`config.mk`:
```
export PLATFORM = sky130hd
export DESIGN_NAME = expression_token_scanner_unit
export DESIGN_NICKNAME = d
export VERILOG_FILES = /design/src/hw/rtl/ets_pkg.sv /design/src/hw/rtl/ets_core.sv /design/src/hw/rtl/expression_token_scanner_unit.sv
export SDC_FILE = /design/constraint.sdc
export NUM_CORES = 1
export LEC_CHECK = 0
export ABC_AREA = 1
export BUFFER_PORTS_ARGS = -buffer_cell sky130_fd_sc_hd__buf_2
export CORE_ASPECT_RATIO = 1.4
export CORE_MARGIN = 3
export CORE_UTILIZATION = 50
export CTS_CLUSTER_DIAMETER = 60
export DETAILED_ROUTE_END_ITERATION = 16
export PLACE_DENSITY = 0.74
export REMOVE_ABC_BUFFERS = 1
export SYNTH_ARGS = -nofsm -noshare
export SYNTH_HDL_FRONTEND = slang
export SYNTH_SLANG_ARGS = --single-unit
```
`constraint.sdc`:
```
create_clock -name clk -period 8.65 [get_ports clk]
set_input_delay 0.4325 -clock clk [delete_from_list [all_inputs] [get_ports clk]]
set_output_delay 0.4325 -clock clk [all_outputs]
set_load 0.005 [all_outputs]
```
`src/hw/rtl/ets_pkg.sv`:
```
// Shared types, constants and keyword lookup for the expression token scanner
`timescale 1ns / 1ps
`default_nettype none

package ets_pkg;

    localparam int MantissaBits = 48;
    localparam int PositionBits = 16;
    localparam int WordChars    = 4;
    localparam int WordIdxBits  = $clog2(WordChars);
    localparam int WordLenBits  = $clog2(WordChars + 1);
    localparam int FracBits     = 6;
    localparam int KindBits     = 5;
    localparam int MaxResults   = 3;
    localparam int CountBits    = 2;

    localparam logic [KindBits-1:0] KindPlus    = 5'd0;
    localparam logic [KindBits-1:0] KindMinus   = 5'd1;
    localparam logic [KindBits-1:0] KindTimes   = 5'd2;
    localparam logic [KindBits-1:0] KindDivide  = 5'd3;
    localparam logic [KindBits-1:0] KindLParen  = 5'd4;
    localparam logic [KindBits-1:0] KindRParen  = 5'd5;
    localparam logic [KindBits-1:0] KindPower   = 5'd6;
    localparam logic [KindBits-1:0] KindNumber  = 5'd7;
    localparam logic [KindBits-1:0] KindSin     = 5'd8;
    localparam logic [KindBits-1:0] KindCos     = 5'd9;
    localparam logic [KindBits-1:0] KindTan     = 5'd10;
    localparam logic [KindBits-1:0] KindSqrt    = 5'd11;
    localparam logic [KindBits-1:0] KindLn      = 5'd12;
    localparam logic [KindBits-1:0] KindPi      = 5'd13;
    localparam logic [KindBits-1:0] KindE       = 5'd14;
    localparam logic [KindBits-1:0] KindEnd     = 5'd15;
    localparam logic [KindBits-1:0] KindBadChar = 5'd16;
    localparam logic [KindBits-1:0] KindBadWord = 5'd17;

    typedef enum logic [4:0] {
        MODE_IDLE = 5'b00001,
        MODE_INT  = 5'b00010,
        MODE_DOT  = 5'b00100,
        MODE_FRAC = 5'b01000,
        MODE_WORD = 5'b10000
    } scan_mode_t;

    typedef logic [WordChars-1:0][7:0] word_buf_t;

    typedef struct packed {
        logic [7:0] char_code;
        logic       is_end;
    } in_item_t;

    typedef struct packed {
        logic [KindBits-1:0]     result_kind;
        logic [PositionBits-1:0] token_pos;
        logic [MantissaBits-1:0] mantissa;
        logic [FracBits-1:0]     frac_digits;
        logic                    mantissa_overflow;
        logic                    last;
    } out_item_t;

    // all results caused by one item, in order
    typedef struct packed {
        logic [CountBits-1:0]            count;
        out_item_t [MaxResults-1:0]      res;
    } bundle_t;

    function automatic out_item_t make_result(
        input logic [KindBits-1:0]     kind,
        input logic [PositionBits-1:0] pos,
        input logic [MantissaBits-1:0] mant,
        input logic [FracBits-1:0]     frac,
        input logic                    ovf
    );
        out_item_t r;
        r.result_kind       = kind;
        r.token_pos         = pos;
        r.mantissa          = mant;
        r.frac_digits       = frac;
        r.mantissa_overflow = ovf;
        r.last              = 1'b0;
        return r;
    endfunction

    function automatic logic [KindBits-1:0] word_kind(
        input word_buf_t              wbuf,
        input logic [WordLenBits-1:0] wlen
    );
        logic [KindBits-1:0] k;
        k = KindBadWord;
        if (wlen == WordLenBits'(3) && wbuf[0] == "s" && wbuf[1] == "i" && wbuf[2] == "n")
            k = KindSin;
        else if (wlen == WordLenBits'(3) && wbuf[0] == "c" && wbuf[1] == "o"
                 && wbuf[2] == "s")
            k = KindCos;
        else if (wlen == WordLenBits'(3) && wbuf[0] == "t" && wbuf[1] == "a"
                 && wbuf[2] == "n")
            k = KindTan;
        else if (wlen == WordLenBits'(4) && wbuf[0] == "s" && wbuf[1] == "q"
                 && wbuf[2] == "r" && wbuf[3] == "t")
            k = KindSqrt;
        else if (wlen == WordLenBits'(2) && wbuf[0] == "l" && wbuf[1] == "n")
            k = KindLn;
        else if (wlen == WordLenBits'(2) && wbuf[0] == "P" && wbuf[1] == "I")
            k = KindPi;
        else if (wlen == WordLenBits'(1) && wbuf[0] == "E")
            k = KindE;
        return k;
    endfunction

endpackage

`default_nettype wire

```
`src/hw/rtl/ets_core.sv`:
```
// Scanner state and per-item token logic: one item in, a bundle of up to three results out
`timescale 1ns / 1ps
`default_nettype none

module ets_core (
    input  wire logic             clk,
    input  wire logic             rst_n,
    input  wire logic             step,
    input  wire ets_pkg::in_item_t item,
    output ets_pkg::bundle_t       bundle
);

    localparam int M = ets_pkg::MantissaBits;

    ets_pkg::scan_mode_t                    mode_reg, mode_next;
    logic [ets_pkg::PositionBits-1:0]       pos_reg, pos_next;
    logic [M-1:0]                           acc_reg, acc_next;
    logic [ets_pkg::FracBits-1:0]           frac_reg, frac_next;
    logic                                   sat_reg, sat_next;
    ets_pkg::word_buf_t                     wbuf_reg, wbuf_next;
    logic [ets_pkg::WordLenBits-1:0]        wlen_reg, wlen_next;
    logic                                   wlong_reg, wlong_next;

    logic [7:0]     c;
    logic           is_digit, is_letter, is_dot, is_space, is_op;
    logic [3:0]     dval;
    logic [M+3:0]   acc_wide;
    logic           add_ovf;
    logic [M-1:0]   acc_add;
    logic [ets_pkg::KindBits-1:0] op_kind;
    logic           cont;

    assign c         = item.char_code;
    assign is_digit  = (c >= "0") && (c <= "9");
    assign is_letter = ((c >= "a") && (c <= "z")) || ((c >= "A") && (c <= "Z"));
    assign is_dot    = (c == ".");
    assign is_space  = (c == 8'h20) || (c == 8'h0A) || (c == 8'h09) || (c == 8'h0D);
    assign dval      = 4'(c - "0");

    // acc*10 + d, saturating when the result leaves the mantissa range
    assign acc_wide = {1'b0, acc_reg, 3'b000} + {3'b000, acc_reg, 1'b0} + (M+4)'(dval);
    assign add_ovf  = sat_reg || (|acc_wide[M+3:M]);
    assign acc_add  = add_ovf ? {M{1'b1}} : acc_wide[M-1:0];

    always_comb
    begin
        is_op   = 1'b1;
        op_kind = ets_pkg::KindPlus;
        unique case (c)
            "+":     op_kind = ets_pkg::KindPlus;
            "-":     op_kind = ets_pkg::KindMinus;
            "*":     op_kind = ets_pkg::KindTimes;
            "/":     op_kind = ets_pkg::KindDivide;
            "(":     op_kind = ets_pkg::KindLParen;
            ")":     op_kind = ets_pkg::KindRParen;
            "^":     op_kind = ets_pkg::KindPower;
            default: is_op = 1'b0;
        endcase
    end

    // item extends the pending number or word without ending it
    assign cont = !item.is_end
        && (((mode_reg == ets_pkg::MODE_INT) && (is_digit || is_dot))
            || (((mode_reg == ets_pkg::MODE_DOT) || (mode_reg == ets_pkg::MODE_FRAC))
                && is_digit)
            || ((mode_reg == ets_pkg::MODE_WORD) && is_letter));

    always_comb
    begin
        logic [ets_pkg::CountBits-1:0]    n;
        logic [ets_pkg::PositionBits-1:0] p;
        ets_pkg::out_item_t [ets_pkg::MaxResults-1:0] res;

        n   = '0;
        p   = pos_reg;
        res = '0;

        if (!cont)
        begin
            // flush the pending token
            if ((mode_reg == ets_pkg::MODE_INT) || (mode_reg == ets_pkg::MODE_DOT)
                || (mode_reg == ets_pkg::MODE_FRAC))
            begin
                res[n] = ets_pkg::make_result(ets_pkg::KindNumber, p, acc_reg, frac_reg,
                                              sat_reg);
                n = n + 2'd1;
                p = p + 1'b1;
            end
            // a trailing dot with no digit after it
            if (mode_reg == ets_pkg::MODE_DOT)
            begin
                res[n] = ets_pkg::make_result(ets_pkg::KindBadChar, p, '0, '0, 1'b0);
                n = n + 2'd1;
                p = p + 1'b1;
            end
            if (mode_reg == ets_pkg::MODE_WORD)
            begin
                res[n] = ets_pkg::make_result(
                    wlong_reg ? ets_pkg::KindBadWord
                              : ets_pkg::word_kind(wbuf_reg, wlen_reg),
                    p, '0, '0, 1'b0);
                n = n + 2'd1;
                p = p + 1'b1;
            end

            if (item.is_end)
            begin
                res[n] = ets_pkg::make_result(ets_pkg::KindEnd, p, '0, '0, 1'b0);
                n = n + 2'd1;
                p = p + 1'b1;
            end
            else if (is_op)
            begin
                res[n] = ets_pkg::make_result(op_kind, p, '0, '0, 1'b0);
                n = n + 2'd1;
                p = p + 1'b1;
            end
            else if (is_space)
            begin
                p = p + 1'b1;
            end
            else if (!is_digit && !is_letter)
            begin
                res[n] = ets_pkg::make_result(ets_pkg::KindBadChar, p, '0, '0, 1'b0);
                n = n + 2'd1;
                p = p + 1'b1;
            end
        end

        bundle.count = n;
        bundle.res   = res;
        pos_next     = item.is_end ? '0 : p;
    end

    always_comb
    begin
        mode_next  = mode_reg;
        acc_next   = acc_reg;
        frac_next  = frac_reg;
        sat_next   = sat_reg;
        wbuf_next  = wbuf_reg;
        wlen_next  = wlen_reg;
        wlong_next = wlong_reg;

        if (item.is_end)
        begin
            mode_next  = ets_pkg::MODE_IDLE;
            acc_next   = '0;
            frac_next  = '0;
            sat_next   = 1'b0;
            wlen_next  = '0;
            wlong_next = 1'b0;
        end
        else if (cont)
        begin
            if (mode_reg == ets_pkg::MODE_WORD)
            begin
                if (wlen_reg < ets_pkg::WordLenBits'(ets_pkg::WordChars))
                begin
                    wbuf_next[wlen_reg[ets_pkg::WordIdxBits-1:0]] = c;
                    wlen_next = wlen_reg + 1'b1;
                end
                else
                begin
                    wlong_next = 1'b1;
                end
            end
            else if (is_dot)
            begin
                mode_next = ets_pkg::MODE_DOT;
            end
            else
            begin
                acc_next = acc_add;
                sat_next = add_ovf;
                if (mode_reg == ets_pkg::MODE_DOT)
                begin
                    mode_next = ets_pkg::MODE_FRAC;
                    frac_next = ets_pkg::FracBits'(1);
                end
                else if ((mode_reg == ets_pkg::MODE_FRAC) && (frac_reg != '1))
                begin
                    frac_next = frac_reg + 1'b1;
                end
            end
        end
        else if (is_digit)
        begin
            mode_next = ets_pkg::MODE_INT;
            acc_next  = M'(dval);
            frac_next = '0;
            sat_next  = 1'b0;
        end
        else if (is_letter)
        begin
            mode_next  = ets_pkg::MODE_WORD;
            wbuf_next[0] = c;
            wlen_next  = ets_pkg::WordLenBits'(1);
            wlong_next = 1'b0;
        end
        else
        begin
            mode_next = ets_pkg::MODE_IDLE;
        end
    end

    always_ff @(posedge clk or negedge rst_n)
    begin
        if (!rst_n)
        begin
            mode_reg  <= ets_pkg::MODE_IDLE;
            pos_reg   <= '0;
            acc_reg   <= '0;
            frac_reg  <= '0;
            sat_reg   <= 1'b0;
            wlen_reg  <= '0;
            wlong_reg <= 1'b0;
        end
        else if (step)
        begin
            mode_reg  <= mode_next;
            pos_reg   <= pos_next;
            acc_reg   <= acc_next;
            frac_reg  <= frac_next;
            sat_reg   <= sat_next;
            wlen_reg  <= wlen_next;
            wlong_reg <= wlong_next;
        end
    end

    // word letters: only entries already written are read
    always_ff @(posedge clk)
    begin
        if (step)
        begin
            wbuf_reg <= wbuf_next;
        end
    end

endmodule

`default_nettype wire

```
`src/hw/rtl/expression_token_scanner_unit.sv`:
```
// Top level: input register, scanner core, two-bundle result queue and output serialiser
`timescale 1ns / 1ps
`default_nettype none

// Path: a result is offered once its item has passed the input register and then
// the bundle queue register.
// Throughput: one item per cycle while the queue has room; an item with k results holds
// the output until all k are taken, and the two-bundle queue absorbs that before the input stalls.
// Reset: queue and input register empty, scanner idle, position counter zero.
module expression_token_scanner_unit (
    input  wire logic               clk,
    input  wire logic               rst_n,
    input  wire logic               src_valid,
    output logic                    src_stall,
    input  wire ets_pkg::in_item_t  src_item,
    output logic                    tok_valid,
    input  wire logic               tok_stall,
    output ets_pkg::out_item_t      tok_item
);

    logic                           in_vld_reg, in_vld_next;
    ets_pkg::in_item_t              in_item_reg;
    logic [1:0]                     q_cnt_reg, q_cnt_next;
    ets_pkg::bundle_t               q0_reg, q0_next, q1_reg, q1_next;
    logic [ets_pkg::CountBits-1:0]  idx_reg, idx_next;

    logic             accept, step, push, pop, bundle_done, full;
    ets_pkg::bundle_t bundle;

    assign full      = (q_cnt_reg == 2'd2);
    assign src_stall = in_vld_reg && full;
    assign accept    = src_valid && !src_stall;
    assign step      = in_vld_reg && !full;
    assign push      = step && (bundle.count != '0);

    ets_core u_core (
        .clk    (clk),
        .rst_n  (rst_n),
        .step   (step),
        .item   (in_item_reg),
        .bundle (bundle)
    );

    assign tok_valid   = (q_cnt_reg != 2'd0);
    assign pop         = tok_valid && !tok_stall;
    assign bundle_done = pop && (idx_reg == q0_reg.count - 1'b1);

    always_comb
    begin
        tok_item      = q0_reg.res[idx_reg];
        tok_item.last = (idx_reg == q0_reg.count - 1'b1);
    end

    always_comb
    begin
        in_vld_next = in_vld_reg;
        if (accept)
            in_vld_next = 1'b1;
        else if (step)
            in_vld_next = 1'b0;

        idx_next = idx_reg;
        if (bundle_done)
            idx_next = '0;
        else if (pop)
            idx_next = idx_reg + 1'b1;

        q0_next    = q0_reg;
        q1_next    = q1_reg;
        q_cnt_next = q_cnt_reg;
        if (bundle_done)
        begin
            q0_next    = q1_reg;
            q_cnt_next = q_cnt_reg - 1'b1;
        end
        if (push)
        begin
            // slot left free after this cycle's shift
            if (q_cnt_next == 2'd0)
                q0_next = bundle;
            else
                q1_next = bundle;
            q_cnt_next = q_cnt_next + 1'b1;
        end
    end

    always_ff @(posedge clk or negedge rst_n)
    begin
        if (!rst_n)
        begin
            in_vld_reg <= 1'b0;
            q_cnt_reg  <= '0;
            idx_reg    <= '0;
        end
        else
        begin
            in_vld_reg <= in_vld_next;
            q_cnt_reg  <= q_cnt_next;
            idx_reg    <= idx_next;
        end
    end

    always_ff @(posedge clk)
    begin
        if (accept)
            in_item_reg <= src_item;
        q0_reg <= q0_next;
        q1_reg <= q1_next;
    end

endmodule

`default_nettype wire

```
# After elaboration in Yosys (flattened, before gate mapping)
# Index checks and enable logic that the tools add are counted.
[totals]
output_inout_bits = 79
reg_bits = 592
inputBits = 13
elab_cells = 324
[classes]
eq_ne = 51
n_reduce_logical = 73
n_mux = 112
order_cmp = 16
bitwise = 2
addsub = 16
[ops]
columns = ["cell", "n"]
rows = [
  ["$mux 231", 9],
  ["$bwmux 231", 5],
  ["$mux 233", 3],
  ["$demux 77 s2", 3],
  ["$mux 77", 5],
  ["$mux 48", 6],
  ["$mux 16", 11],
  ["$bmux 77 s2", 1],
  ["$eq 8x7->1 const B", 17],
  ["$mux 5", 17],
  ["$mux 75", 1],
  ["$add 16x1->16 const B", 4],
  ["$eq 8x6->1 const B", 8],
  ["$add 51x49->52", 1],
  ["$add 52x4->52", 1],
  ["$mux 8", 6],
  ["$mux 6", 7],
  ["$logic_and 1x1->1", 37],
  ["$bwmux 32", 1],
  ["$mux 2", 14],
  ["$eq 8x4->1 const B", 3],
  ["$reduce_and 5->1", 4],
  ["$mux 3", 6],
  ["$ne 3x3->1 const B", 6],
  ["40 further kinds", 94],
]

# Longest topological paths before layout
# Gate-level depths: netlist (run 1).
[depth]
depth_word = 26
depth_mapped = 31
mapped_depth_nobuf = 30

# Cells and area by module
# From an unflattened synthesis (run 1), not the netlist that was laid out.
[unflattened]
cells_unflattened = 4513
area_unflattened_um2 = 34660.7
[modules_own_cells]
columns = ["mod", "area_per_inst_um2", "seq_area_each_um2", "cells_per_inst", "n_inst"]
rows = [
  ["expression_token_scanner_unit", 21404.3, 11906.4, 2556, 1],
  ["ets_core", 13256.5, 2964.1, 1957, 1],
]

# Worst setup path before layout (run 1)
# No wires, ideal clock.
[synth_path]
kind = "reg-to-reg"
from = "register u_core.mode_reg[0]"
to = "register q1_reg[10] (netlist bit), enable pin"
arrival_time_ps = 7701
t_required_ps = 8049
stages_incl_launch_ff = 18
n_path_buf = 2
synth_period_minus_slack_ps = 8302
setup_time_ps = 601
setup_slack_ps = 348
path_cell_list = "dfstp_2 nor2_4 nand3_4 nand3_4 buf_6 inv_2 clkbuf_1 ha_1 nand2_1 o21ai_0 inv_1 ha_1 nand2_1 o211ai_2 inv_2 or2_1 nand2_1 nor2_1"
[synth_rtl]
columns = ["item", "line_no", "text"]
rows = [
  ["start: declaration", "ets_core.sv:15", "ets_pkg::scan_mode_t mode_reg, mode_next;"],
  ["start signal: assignment", "ets_core.sv:211", "mode_reg <= ets_pkg::MODE_IDLE;"],
  ["start signal: assignment", "ets_core.sv:221", "mode_reg <= mode_next;"],
  ["end signal: assignment", "expression_token_scanner_unit.sv:108", "q1_reg <= q1_next;"],
  ["end: declaration", "expression_token_scanner_unit.sv:24", "ets_pkg::bundle_t q0_reg, q0_next, q1_reg, q1_next;"],
]

==> flow_metrics.py, run 1 <==
metrics = {
    "status": {
        "status": "complete, no violations",
    },
    "place": {
        "gp_congestion": 0.9827,
        "post-dp-hpwl_um": 50150,
        "port_buffers": 91,
    },
    "yosys": {
        "synth.avg_cell_area_um2": 7.753,
        "synth_cell_types": 63,
        "synth_flop_cell": "dfxtp_1",
        "netlist_area_um2": 26980,
        "synthArstFlopShare": 0.1786,
        "synth-edff-count": 161,
        "synthMostInstantiatedCell": "nand2_1",
        "yosys.area.top_type": "edfxtp_1",
        "yosysTopAreaCellShare": 0.1792,
        "ys_seq_area_frac": 0.4287,
        "synth_commonest_cells": "684 x nand2_1, 443 x inv_1, 436 x o21ai_0",
        "yosysWarnings": 0,
        "synth_area_leaders": "edfxtp_1 18%, dfxtp_1 17%, nand2_1 9.5%",
        "syn_inst": 3480,
        "ys_seq_elements": 476,
    },
    "floorplanning": {
        "start_util": 0.5062,
        "fp.dieH_um": 280.9,
        "core-area_um2": 53300,
        "rows": 100,
        "dieArea_um2": 56820,
        "io_pins": 92,
        "die_w_um": 202.3,
    },
    "clocking": {
        "cts_tree": "done",
        "cts_buffers": 48,
        "clk_latency_ns": 0.58,
        "clockBufferDepth": 3,
        "cts_sinks": 476,
        "cts_resized": 0,
        "htreeDepth": 2,
        "clkTransAtPathRegs_ns": 0.06,
        "root_buffer": "clkbuf_16",
    },
    "setup_path": {
        "reg2reg_depth": 15,
        "rr_startpoint": "u_core.mode_reg[1]",
        "critPathMaxFanout": 47,
        "reg2reg_to": "q0_reg[11]",
        "rrSetupSlack_ns": 2.71,
        "cp-startpoint": "u_core.mode_reg[1]",
        "startpoint_type": "register",
        "required_ns": 9.13,
        "critical_path_class": "reg2reg",
        "end_kind": "register",
        "worstPathArrival_ns": 6.42,
    },
    "grt": {
        "grt_use_met3": 0.02746,
        "grt_max_degree": 155,
        "use_met1": 0.3049,
        "grt_overflow_total": 0,
        "grt.total_usage": 0.2449,
        "grt_pass1_vias": 22330,
        "gr-usage-met2": 0.4327,
        "grt_pass1_wl_um": 115400,
        "busiest_layer": "met2",
        "antenna_found_initial": 0,
    },
    "route": {
        "viasPerCell": 5.515,
        "dr.pass1.iters": 6,
        "drt_iter0_markers": 1735,
        "drc": 0,
        "wire_per_inst_um": 16.84,
        "drtAntennaViolNets": 0,
        "wirelength_um": 71280,
        "vias": 23340,
    },
    "sta": {
        "clock.fmax_mhz": 168.3,
        "setup_tns_ns": 0,
        "hold_viol_final": 0,
        "worstMarginPinSlew_ns": 1.311,
        "drv_slew": 0,
        "period_share": 0.6869,
        "fin_skew_ns": 0.02283,
        "max_slew_margin": 0.1237,
        "worst_hold_slack_ns": 0.02976,
        "setup_violations": 0,
        "period_needed_ns": 5.942,
        "rsz0062_at_grt": "false",
    },
    "power": {
        "leakage_nw": 13.53,
        "ir_worst_vdd_mv": 0.2992,
        "power_density_nw_per_um2": 306.7,
    },
    "finish": {
        "fin_util": 0.5497,
        "finalNetCount": 3612,
        "largest_reg_flops": 230,
        "diodes": 0,
        "layout-drive-gt1-share": 0.1083,
        "syn2layout_area_growth_pct": 8.593,
    },
    "worst_hold_path": {
        "hold_depth": 1,
        "hold_class": "in2reg",
        "min_from": "src_item[0]",
        "worstHoldEndpoint": "in_item_reg[0]",
    },
    "run": {
        "drv_cap": 0,
    },
}
layout by cell type (no fill, tap or decap), types with 7 or more instances in the layout:
cell,instances
o211ai_1,28
or2_2,7
nand2_4,10
a221oi_1,10
o21ai_1,27
nor2_2,28
nor2_1,259
a31oi_1,48
nor4_1,7
edfxtp_1,161
nand3_2,9
o31ai_1,8
buf_2,90
ha_1,118
inv_1,441
nand4_1,36
nor3_2,31
inv_2,36
nor3_1,67
o221ai_1,22
clkinv_2,18
a211oi_1,7
dfrtp_1,83
a21oi_1,175
nand3_1,157
nor2_4,12
clkinv_1,7
o21ai_0,436
buf_4,19
xor2_1,33
nand2_2,32
dfxtp_1,230
nand2_1,682
clkbuf_16,49
o22ai_1,17
clkbuf_1,7
xnor2_1,25
area by class of cell:
type,count,area [um^2]
fill,5134,24000
multi-input combinational,2357,12860
sequential,476,11570
inverter,485,1833
clock buffer,62,1335
tap,714,893.4
timing repair buffer,111,623.1
clock inverter,27,177.7
how the worst max path moves through the flow:
stage / endpoint / slack (ns) / cells after the start
2_1_floorplan: q1_reg[10] / -4.61 / 6
3_3_place_gp: q0_reg[11] / 3.04 / 15
3_5_place_dp: q0_reg[11] / 2.90 / 15
4_1_cts: q0_reg[11] / 2.87 / 15
5_1_grt: q0_reg[11] / 2.22 / 15
6_report: q0_reg[11] / 2.71 / 15
worst max-delay path, stage by stage, from the launching register on:
cell	delay (ns)
dfrtp_1	0.42
nor2_4	0.21
nand3_4	0.34
nand3_4	0.45
inv_2	0.23
ha_1	0.25
nand2_1	0.44
o21ai_0	0.32
ha_1	0.36
o21ai_2	0.31
inv_1	0.49
nor2_4	1.10
inv_2	0.27
nor3_1	0.40
nand2_1	0.11
o21ai_1	0.11
cells by family after synthesis:
| family | synth area share |
|---|---|
| AOI/OAI and AO/OA | 0.1660 |
| xor gates and xnor gates | 0.02045 |
| and+or+nand+nor | 0.2313 |
| adders and majority gates | 0.05621 |
| buffers and inverters | 0.09581 |
| muxes | 0.001484 |
| DFF | 0.4287 |
power by group:
part | switching [mW] | total [mW] | internal, mW
sequential | 0.259 | 3.38 | 3.13
clock | 0.892 | 1.99 | 1.10
combinational | 2.54 | 3.61 | 1.07
through the flow:
step           instance area, um^2  total power, mW  worst slack [ns]  std cells
2_1_floorplan                26220            5.822            -4.614       3318
3_3_place_gp                 27780            6.955             3.037       4142
3_5_place_dp                 27780            7.012             2.905       4142
4_1_cts                      29300            9.041             2.868       4232
5_1_grt                      29300            9.626             2.217       4232
6_report                     29300            8.987             2.708       4232
routing by layer:
layer | vias to the layer above | share of wire | routed length (um)
met3 | 179 | 0.045 | 3219
met1 | 10960 | 0.42 | 30040
met2 | 622 | 0.49 | 35000
met5 | - | 0 | 0
li1 | 11580 | - | -
met4 | 0 | 0.042 | 3025
repair_timing:
item                                    CTS  global route
setup buffers                             0             0
endpoints found under the hold margin    37             0
hold buffers                              1             0
endpoints found under the setup margin    0             0
(Power assumes the default switching activity.)
==> inputs of run 2 (changes only) <==
- PLACE_DENSITY: 0.74 -> 0.71
- clock period: 8.65 -> 5.67 ns (I/O delays scaled with it)
==> flow_metrics.py, run 2 (synthesis gave the netlist of run 1 again) <==
metrics = {
    "sta": {
        "drv_slew": 0,
        "period_share": 0.8296,
        "setup_violations": 0,
        "clock.fmax_mhz": 212.6,
        "fin_skew_ns": 0.02278,
        "period_needed_ns": 4.704,
        "max_slew_margin": 0.1313,
        "finalWorstSetupSlack_ns": 0.9664,
        "hold_viol_final": 0,
        "rsz0062_at_grt": "false",
        "worstMarginPinSlew_ns": 1.298,
    },
    "clocking": {
        "cts_buffers": 47,
        "htreeDepth": 2,
        "cts_setup_buffers": 0,
        "root_buffer": "clkbuf_16",
        "clk_latency_ns": 0.59,
        "clockBufferDepth": 3,
        "cts_sinks": 476,
        "cts_tree": "done",
        "cts_resized": 0,
        "clkTransAtPathRegs_ns": 0.07,
    },
    "finish": {
        "largest_reg_flops": 230,
        "multi_input_area_um2": 12860,
        "final_area_um2": 29710,
        "seqCellArea_um2": 11570,
        "finalNetCount": 3642,
        "final_cell_mix": "682 x nand2_1, 441 x inv_1, 436 x o21ai_0",
        "fill_cells": 5138,
        "final_common_cell": "nand2_1",
        "layout-drive-gt1-share": 0.1131,
        "diodes": 0,
        "syn2layout_area_growth_pct": 10.11,
    },
    "floorplanning": {
        "die_w_um": 202.3,
        "rows": 100,
        "core-area_um2": 53300,
        "fp.dieH_um": 280.9,
        "io_pins": 92,
        "start_util": 0.5062,
        "dieArea_um2": 56820,
    },
    "setup_path": {
        "cp-startpoint": "u_core.mode_reg[0]",
        "end_kind": "register",
        "cp_slowest_cell": "dfstp_2",
        "crit_chain": "nor2_4 > nand3_4 > nand3_4 > ha_1 > inv_1 > nor2_2 > inv_2 > nand2_1 > ha_1 > o21ai_2 > inv_1 > nor2_4 > buf_4 > inv_2 > nor3_1 > nand2_1 > o21ai_0",
        "critPathMaxFanout": 29,
        "worstPathArrival_ns": 5.21,
        "required_ns": 6.18,
        "crit_cells": 17,
        "startpoint_type": "register",
        "critPathMaxStageDelay_ns": 0.58,
        "reg2reg_depth": 17,
        "cp-endpoint": "q0_reg[2]",
        "rrSetupSlack_ns": 0.97,
        "critical_path_class": "reg2reg",
        "rr_startpoint": "u_core.mode_reg[0]",
        "cp_num_buf_inv": 5,
        "critPathTopFamily": "simple AND/OR/NAND/NOR gates",
        "reg2reg_to": "q0_reg[2]",
    },
    "route": {
        "viasPerCell": 5.461,
        "wirelength_um": 70750,
        "drt_iter0_markers": 1720,
        "drc": 0,
        "highest_layer": "met4",
        "route.met2.wl_um": 34110,
        "wire_per_inst_um": 16.60,
        "dr.pass1.iters": 6,
        "wl_met3_um": 3192,
        "vias": 23270,
        "met1_length_um": 30350,
        "drtAntennaViolNets": 0,
    },
    "grt": {
        "antenna_found_initial": 0,
        "grt.total_usage": 0.2444,
        "grt_max_degree": 144,
        "grt_pass1_vias": 22130,
        "grt_overflow_total": 0,
        "grt_pass1_wl_um": 115000,
    },
    "power": {
        "p_total_mw": 14.00,
        "comb_power_share": 0.405,
        "ir_worst_vdd_mv": 0.2927,
        "switching_share": 0.4021,
        "power_frac_seq": 0.367,
        "clock_power_share": 0.228,
        "power_density_nw_per_um2": 471.3,
        "p_sw_mw": 5.629,
        "internal_power_mw": 8.372,
        "leakage_nw": 13.74,
    },
    "place": {
        "pre_cts_ws_ns": 1.092,
        "port_buffers": 91,
        "place_area_um2": 28010,
        "post-dp-hpwl_um": 50800,
        "gp_congestion": 1.022,
    },
    "worst_hold_path": {
        "hold_class": "in2reg",
    },
    "status": {
        "status": "complete, no violations",
    },
    "run": {
        "drv_cap": 0,
    },
}
==> run 2: worst min path at each step <==
stage | startpoint | to | cells past startpoint
after floorplan | rst_n | idx_reg[0] | 0
after global placement | rst_n | in_vld_reg | 1
after detailed placement | rst_n | in_vld_reg | 1
after CTS | tok_stall | idx_reg[0] | 3
after global routing | tok_stall | idx_reg[0] | 3
final | tok_stall | idx_reg[0] | 3
==> run 2: layout make-up <==
| type | instances | area share |
|---|---|---|
| Tap cell | 714 | 0.03007 |
| Inverter | 485 | 0.06171 |
| Clock buffer | 68 | 0.04827 |
| Timing Repair Buffer | 142 | 0.03218 |
| Clock inverter | 19 | 0.005181 |
| Sequential cell | 476 | 0.3895 |
| Multi-Input combinational cell | 2357 | 0.4331 |
==> run 2: layer usage <==
metal,up-vias,GRT usage
met5,-,0
met4,0,0.1038
met3,191,0.02758
met2,649,0.4227
met1,10820,0.3109
li1,11610,-
==> run 2: timing repair <==
item                                    in CTS  in global routing
endpoints found under the setup margin       0                  0
hold buffers                                11                  0
endpoints found under the hold margin       48                  0
==> run 2: worst min-delay path: cells and delay by family <==
kind / cells / cell delay (ns)
AOI/OAI and AO/OA: 1 / 0.14
buffers and inverters: 1 / 0.08
and+or+nand+nor: 1 / 0.08
==> run 2: power groups by stage <==
stage | logic (mW) | registers [mW] | clock network [mW]
floorplan | 3.64 | 5.13 | 0
global placement | 5.59 | 5.18 | 0
detailed placement | 5.65 | 5.20 | 0
CTS | 5.69 | 5.14 | 3.26
global route | 6.38 | 5.24 | 3.39
finish | 5.67 | 5.14 | 3.19
==> run 2: per-stage QoR <==
step | instances | TNS, ns | hold WS (ns) | utilization
3_5_place_dp | 4163 | 0 | 0.2979 | 0.5255
2_1_floorplan | 3318 | -2122.16 | -0.01209 | -
6_report | 4261 | 0 | 0.03087 | 0.5573
3_3_place_gp | 4163 | 0 | 0.2953 | 0.5255
5_1_grt | 4261 | 0 | 0.04631 | 0.5573
4_1_cts | 4261 | 0 | 0.01625 | 0.5573
==> inputs of run 3 (changes only) <==
- ABC_AREA: 1 -> 0
- PLACE_DENSITY: 0.71 -> 0.72
- clock period: 5.67 -> 4.45 ns (I/O delays scaled with it)
==> flow_metrics.py, run 3 <==
metrics = {
    "clocking": {
        "clk_latency_ns": 0.61,
        "cts_sinks": 476,
        "clkTransAtPathRegs_ns": 0.06,
        "root_buffer": "clkbuf_16",
        "htreeDepth": 2,
        "clockBufferDepth": 3,
        "cts_buffers": 48,
        "cts_tree": "done",
    },
    "power": {
        "ir_worst_vdd_mv": 0.6470,
        "leakage_nw": 13.58,
        "power_density_nw_per_um2": 554.8,
    },
    "grt": {
        "grt_pass1_wl_um": 107300,
        "antenna_found_initial": 0,
        "grt_max_degree": 126,
        "grt.total_usage": 0.2413,
        "grt_pass1_vias": 20520,
        "grt_overflow_total": 0,
    },
    "yosys": {
        "synth_commonest_cells": "247 x nor2_1, 230 x dfxtp_1, 224 x a21oi_1",
        "synth_flop_cell": "dfxtp_1",
        "syn_inst": 2637,
        "ys_seq_area_frac": 0.4521,
        "synthMostInstantiatedCell": "nor2_1",
        "synth_area_leaders": "edfxtp_1 19%, dfxtp_1 18%, dfrtp_1 8.2%",
        "yosysTopAreaCellShare": 0.1890,
        "synth_cell_types": 100,
        "yosys.area.top_type": "edfxtp_1",
        "ys_seq_elements": 476,
        "synth-edff-count": 161,
        "netlist_area_um2": 25590,
        "synthArstFlopShare": 0.1786,
        "synth.avg_cell_area_um2": 9.703,
        "yosysWarnings": 0,
    },
    "finish": {
        "final_cell_mix": "243 x nor2_1, 230 x dfxtp_1, 224 x a21oi_1",
        "layout-drive-gt1-share": 0.1337,
        "syn2layout_area_growth_pct": 13.21,
        "fin_util": 0.5751,
        "finalNetCount": 2845,
        "final_common_cell": "nor2_1",
        "fin_cells": 3395,
        "largest_reg_flops": 230,
        "diodes": 0,
    },
    "route": {
        "drtAntennaViolNets": 0,
        "viasPerCell": 5.948,
        "vias": 20190,
        "wirelength_um": 66020,
        "drc": 0,
        "wire_per_inst_um": 19.45,
        "drt_iter0_markers": 1374,
        "dr.pass1.iters": 7,
    },
    "sta": {
        "max_slew_margin": 0.2493,
        "period_share": 0.9544,
        "finalWorstSetupSlack_ns": 0.2030,
        "drv_slew": 0,
        "worstMarginPinSlew_ns": 1.126,
        "fin_skew_ns": 0.04007,
        "clock.fmax_mhz": 235.5,
        "period_needed_ns": 4.247,
        "hold_viol_final": 0,
        "setup_violations": 0,
        "worst_hold_slack_ns": 0.2507,
    },
    "floorplanning": {
        "fp.dieH_um": 273.7,
        "io_pins": 92,
        "dieArea_um2": 53960,
        "rows": 97,
        "start_util": 0.5080,
        "core-area_um2": 50370,
        "die_w_um": 197.2,
    },
    "setup_path": {
        "cp_slowest_cell": "dfrtp_2",
        "end_kind": "register",
        "crit_chain": "or3b_4 > o22ai_4 > mux2i_2 > inv_1 > ha_2 > nor2_1 > a21oi_1 > ha_1 > and4bb_2 > o21ai_0 > xnor2_1 > nor2_1 > nand4_1 > and4b_2 > nand4_1 > xnor2_1 > a22o_1",
        "required_ns": 4.92,
        "rr_startpoint": "u_core.mode_reg[3]",
        "reg2reg_depth": 17,
        "critPathMaxFanout": 5,
        "worstPathArrival_ns": 4.72,
        "critical_path_class": "reg2reg",
        "critPathMaxStageDelay_ns": 0.44,
        "startpoint_type": "register",
        "cp-startpoint": "u_core.mode_reg[3]",
    },
    "place": {
        "gp_congestion": 0.9693,
        "placedCellCount": 3287,
        "port_buffers": 91,
        "pre_cts_ws_ns": 0.06915,
        "post-dp-hpwl_um": 45630,
    },
    "worst_hold_path": {
        "hold_class": "in2async",
    },
    "status": {
        "status": "complete, no violations",
    },
    "run": {
        "drv_cap": 0,
    },
}
## run 3: cell families (layout without fill, tap and decap cells)
logic type	Yosys count	after routing	synth area share
DFF	476	476	0.4521
and+or+nand+nor	859	859	0.1716
AOI/OAI and AO/OA	639	639	0.1615
xor gates and xnor gates	113	113	0.04044
adders and majority gates	120	120	0.05927
muxes	206	206	0.08084
buffers and inverters	224	339	0.03418
## run 3: metrics by stage
step | instance area [um^2] | setup TNS (ns) | total power, mW
finish | 28970 | 0 | 16.07
global route | 28970 | -0.001857 | 17.06
CTS | 28820 | 0 | 16.21
detailed placement | 27090 | 0 | 12.09
global placement | 27090 | 0 | 11.87
floorplan | 24860 | -3213.53 | 10.24
## run 3: final timing paths
check / end / slack (ns)
hold / removal: u_core.pos_reg[15] / 0.25
hold reg to reg: q0_reg[201] / 0.48
max in group asynchronous: u_core.acc_reg[33] / 3.16
setup / recovery: u_core.pos_reg[15] / 0.20
min in group clk: in_item_reg[2] / 0.34
setup reg to reg: u_core.pos_reg[15] / 0.20
## run 3: area by class of cell
class	instances	area, um^2
fillers	4345	21400
multi-input cells	1937	13310
flip-flops and latches	476	11570
repair buffers	210	1519
clock buffers	61	1310
well taps	643	804.5
clock inverters	29	299.0
inverters	39	148.9
## run 3: what timing repair did
action / CTS / global route
endpoints found under the setup margin: 0 / 92
buffers inserted: 0 / 6
resized for setup: 0 / 22
hold buffers: 12 / 0
endpoints found under the hold margin: 57 / 0
## run 3: routing by layer
layer	track usage	routed length, um
met5	0	0
met1	0.3091	28760
met3	0.03263	2908
met2	0.4148	31930
met4	0.09140	2423
## run 3: where the power goes
| group | switching, mW | internal, mW |
|---|---|---|
| clock network | 1.77 | 2.30 |
| logic | 3.29 | 2.21 |
| registers | 0.586 | 5.92 |
| total | 5.64 | 10.4 |
## run 3: worst max-delay path, delay by kind of cell (launching register included)
kind | cells | cell delay, ns
xor+xnor | 2 | 0.32
buf+inv | 1 | 0.07
flops | 1 | 0.44
compound gates | 4 | 0.76
fa+ha+maj | 2 | 0.52
mux | 1 | 0.30
simple gates | 7 | 1.70
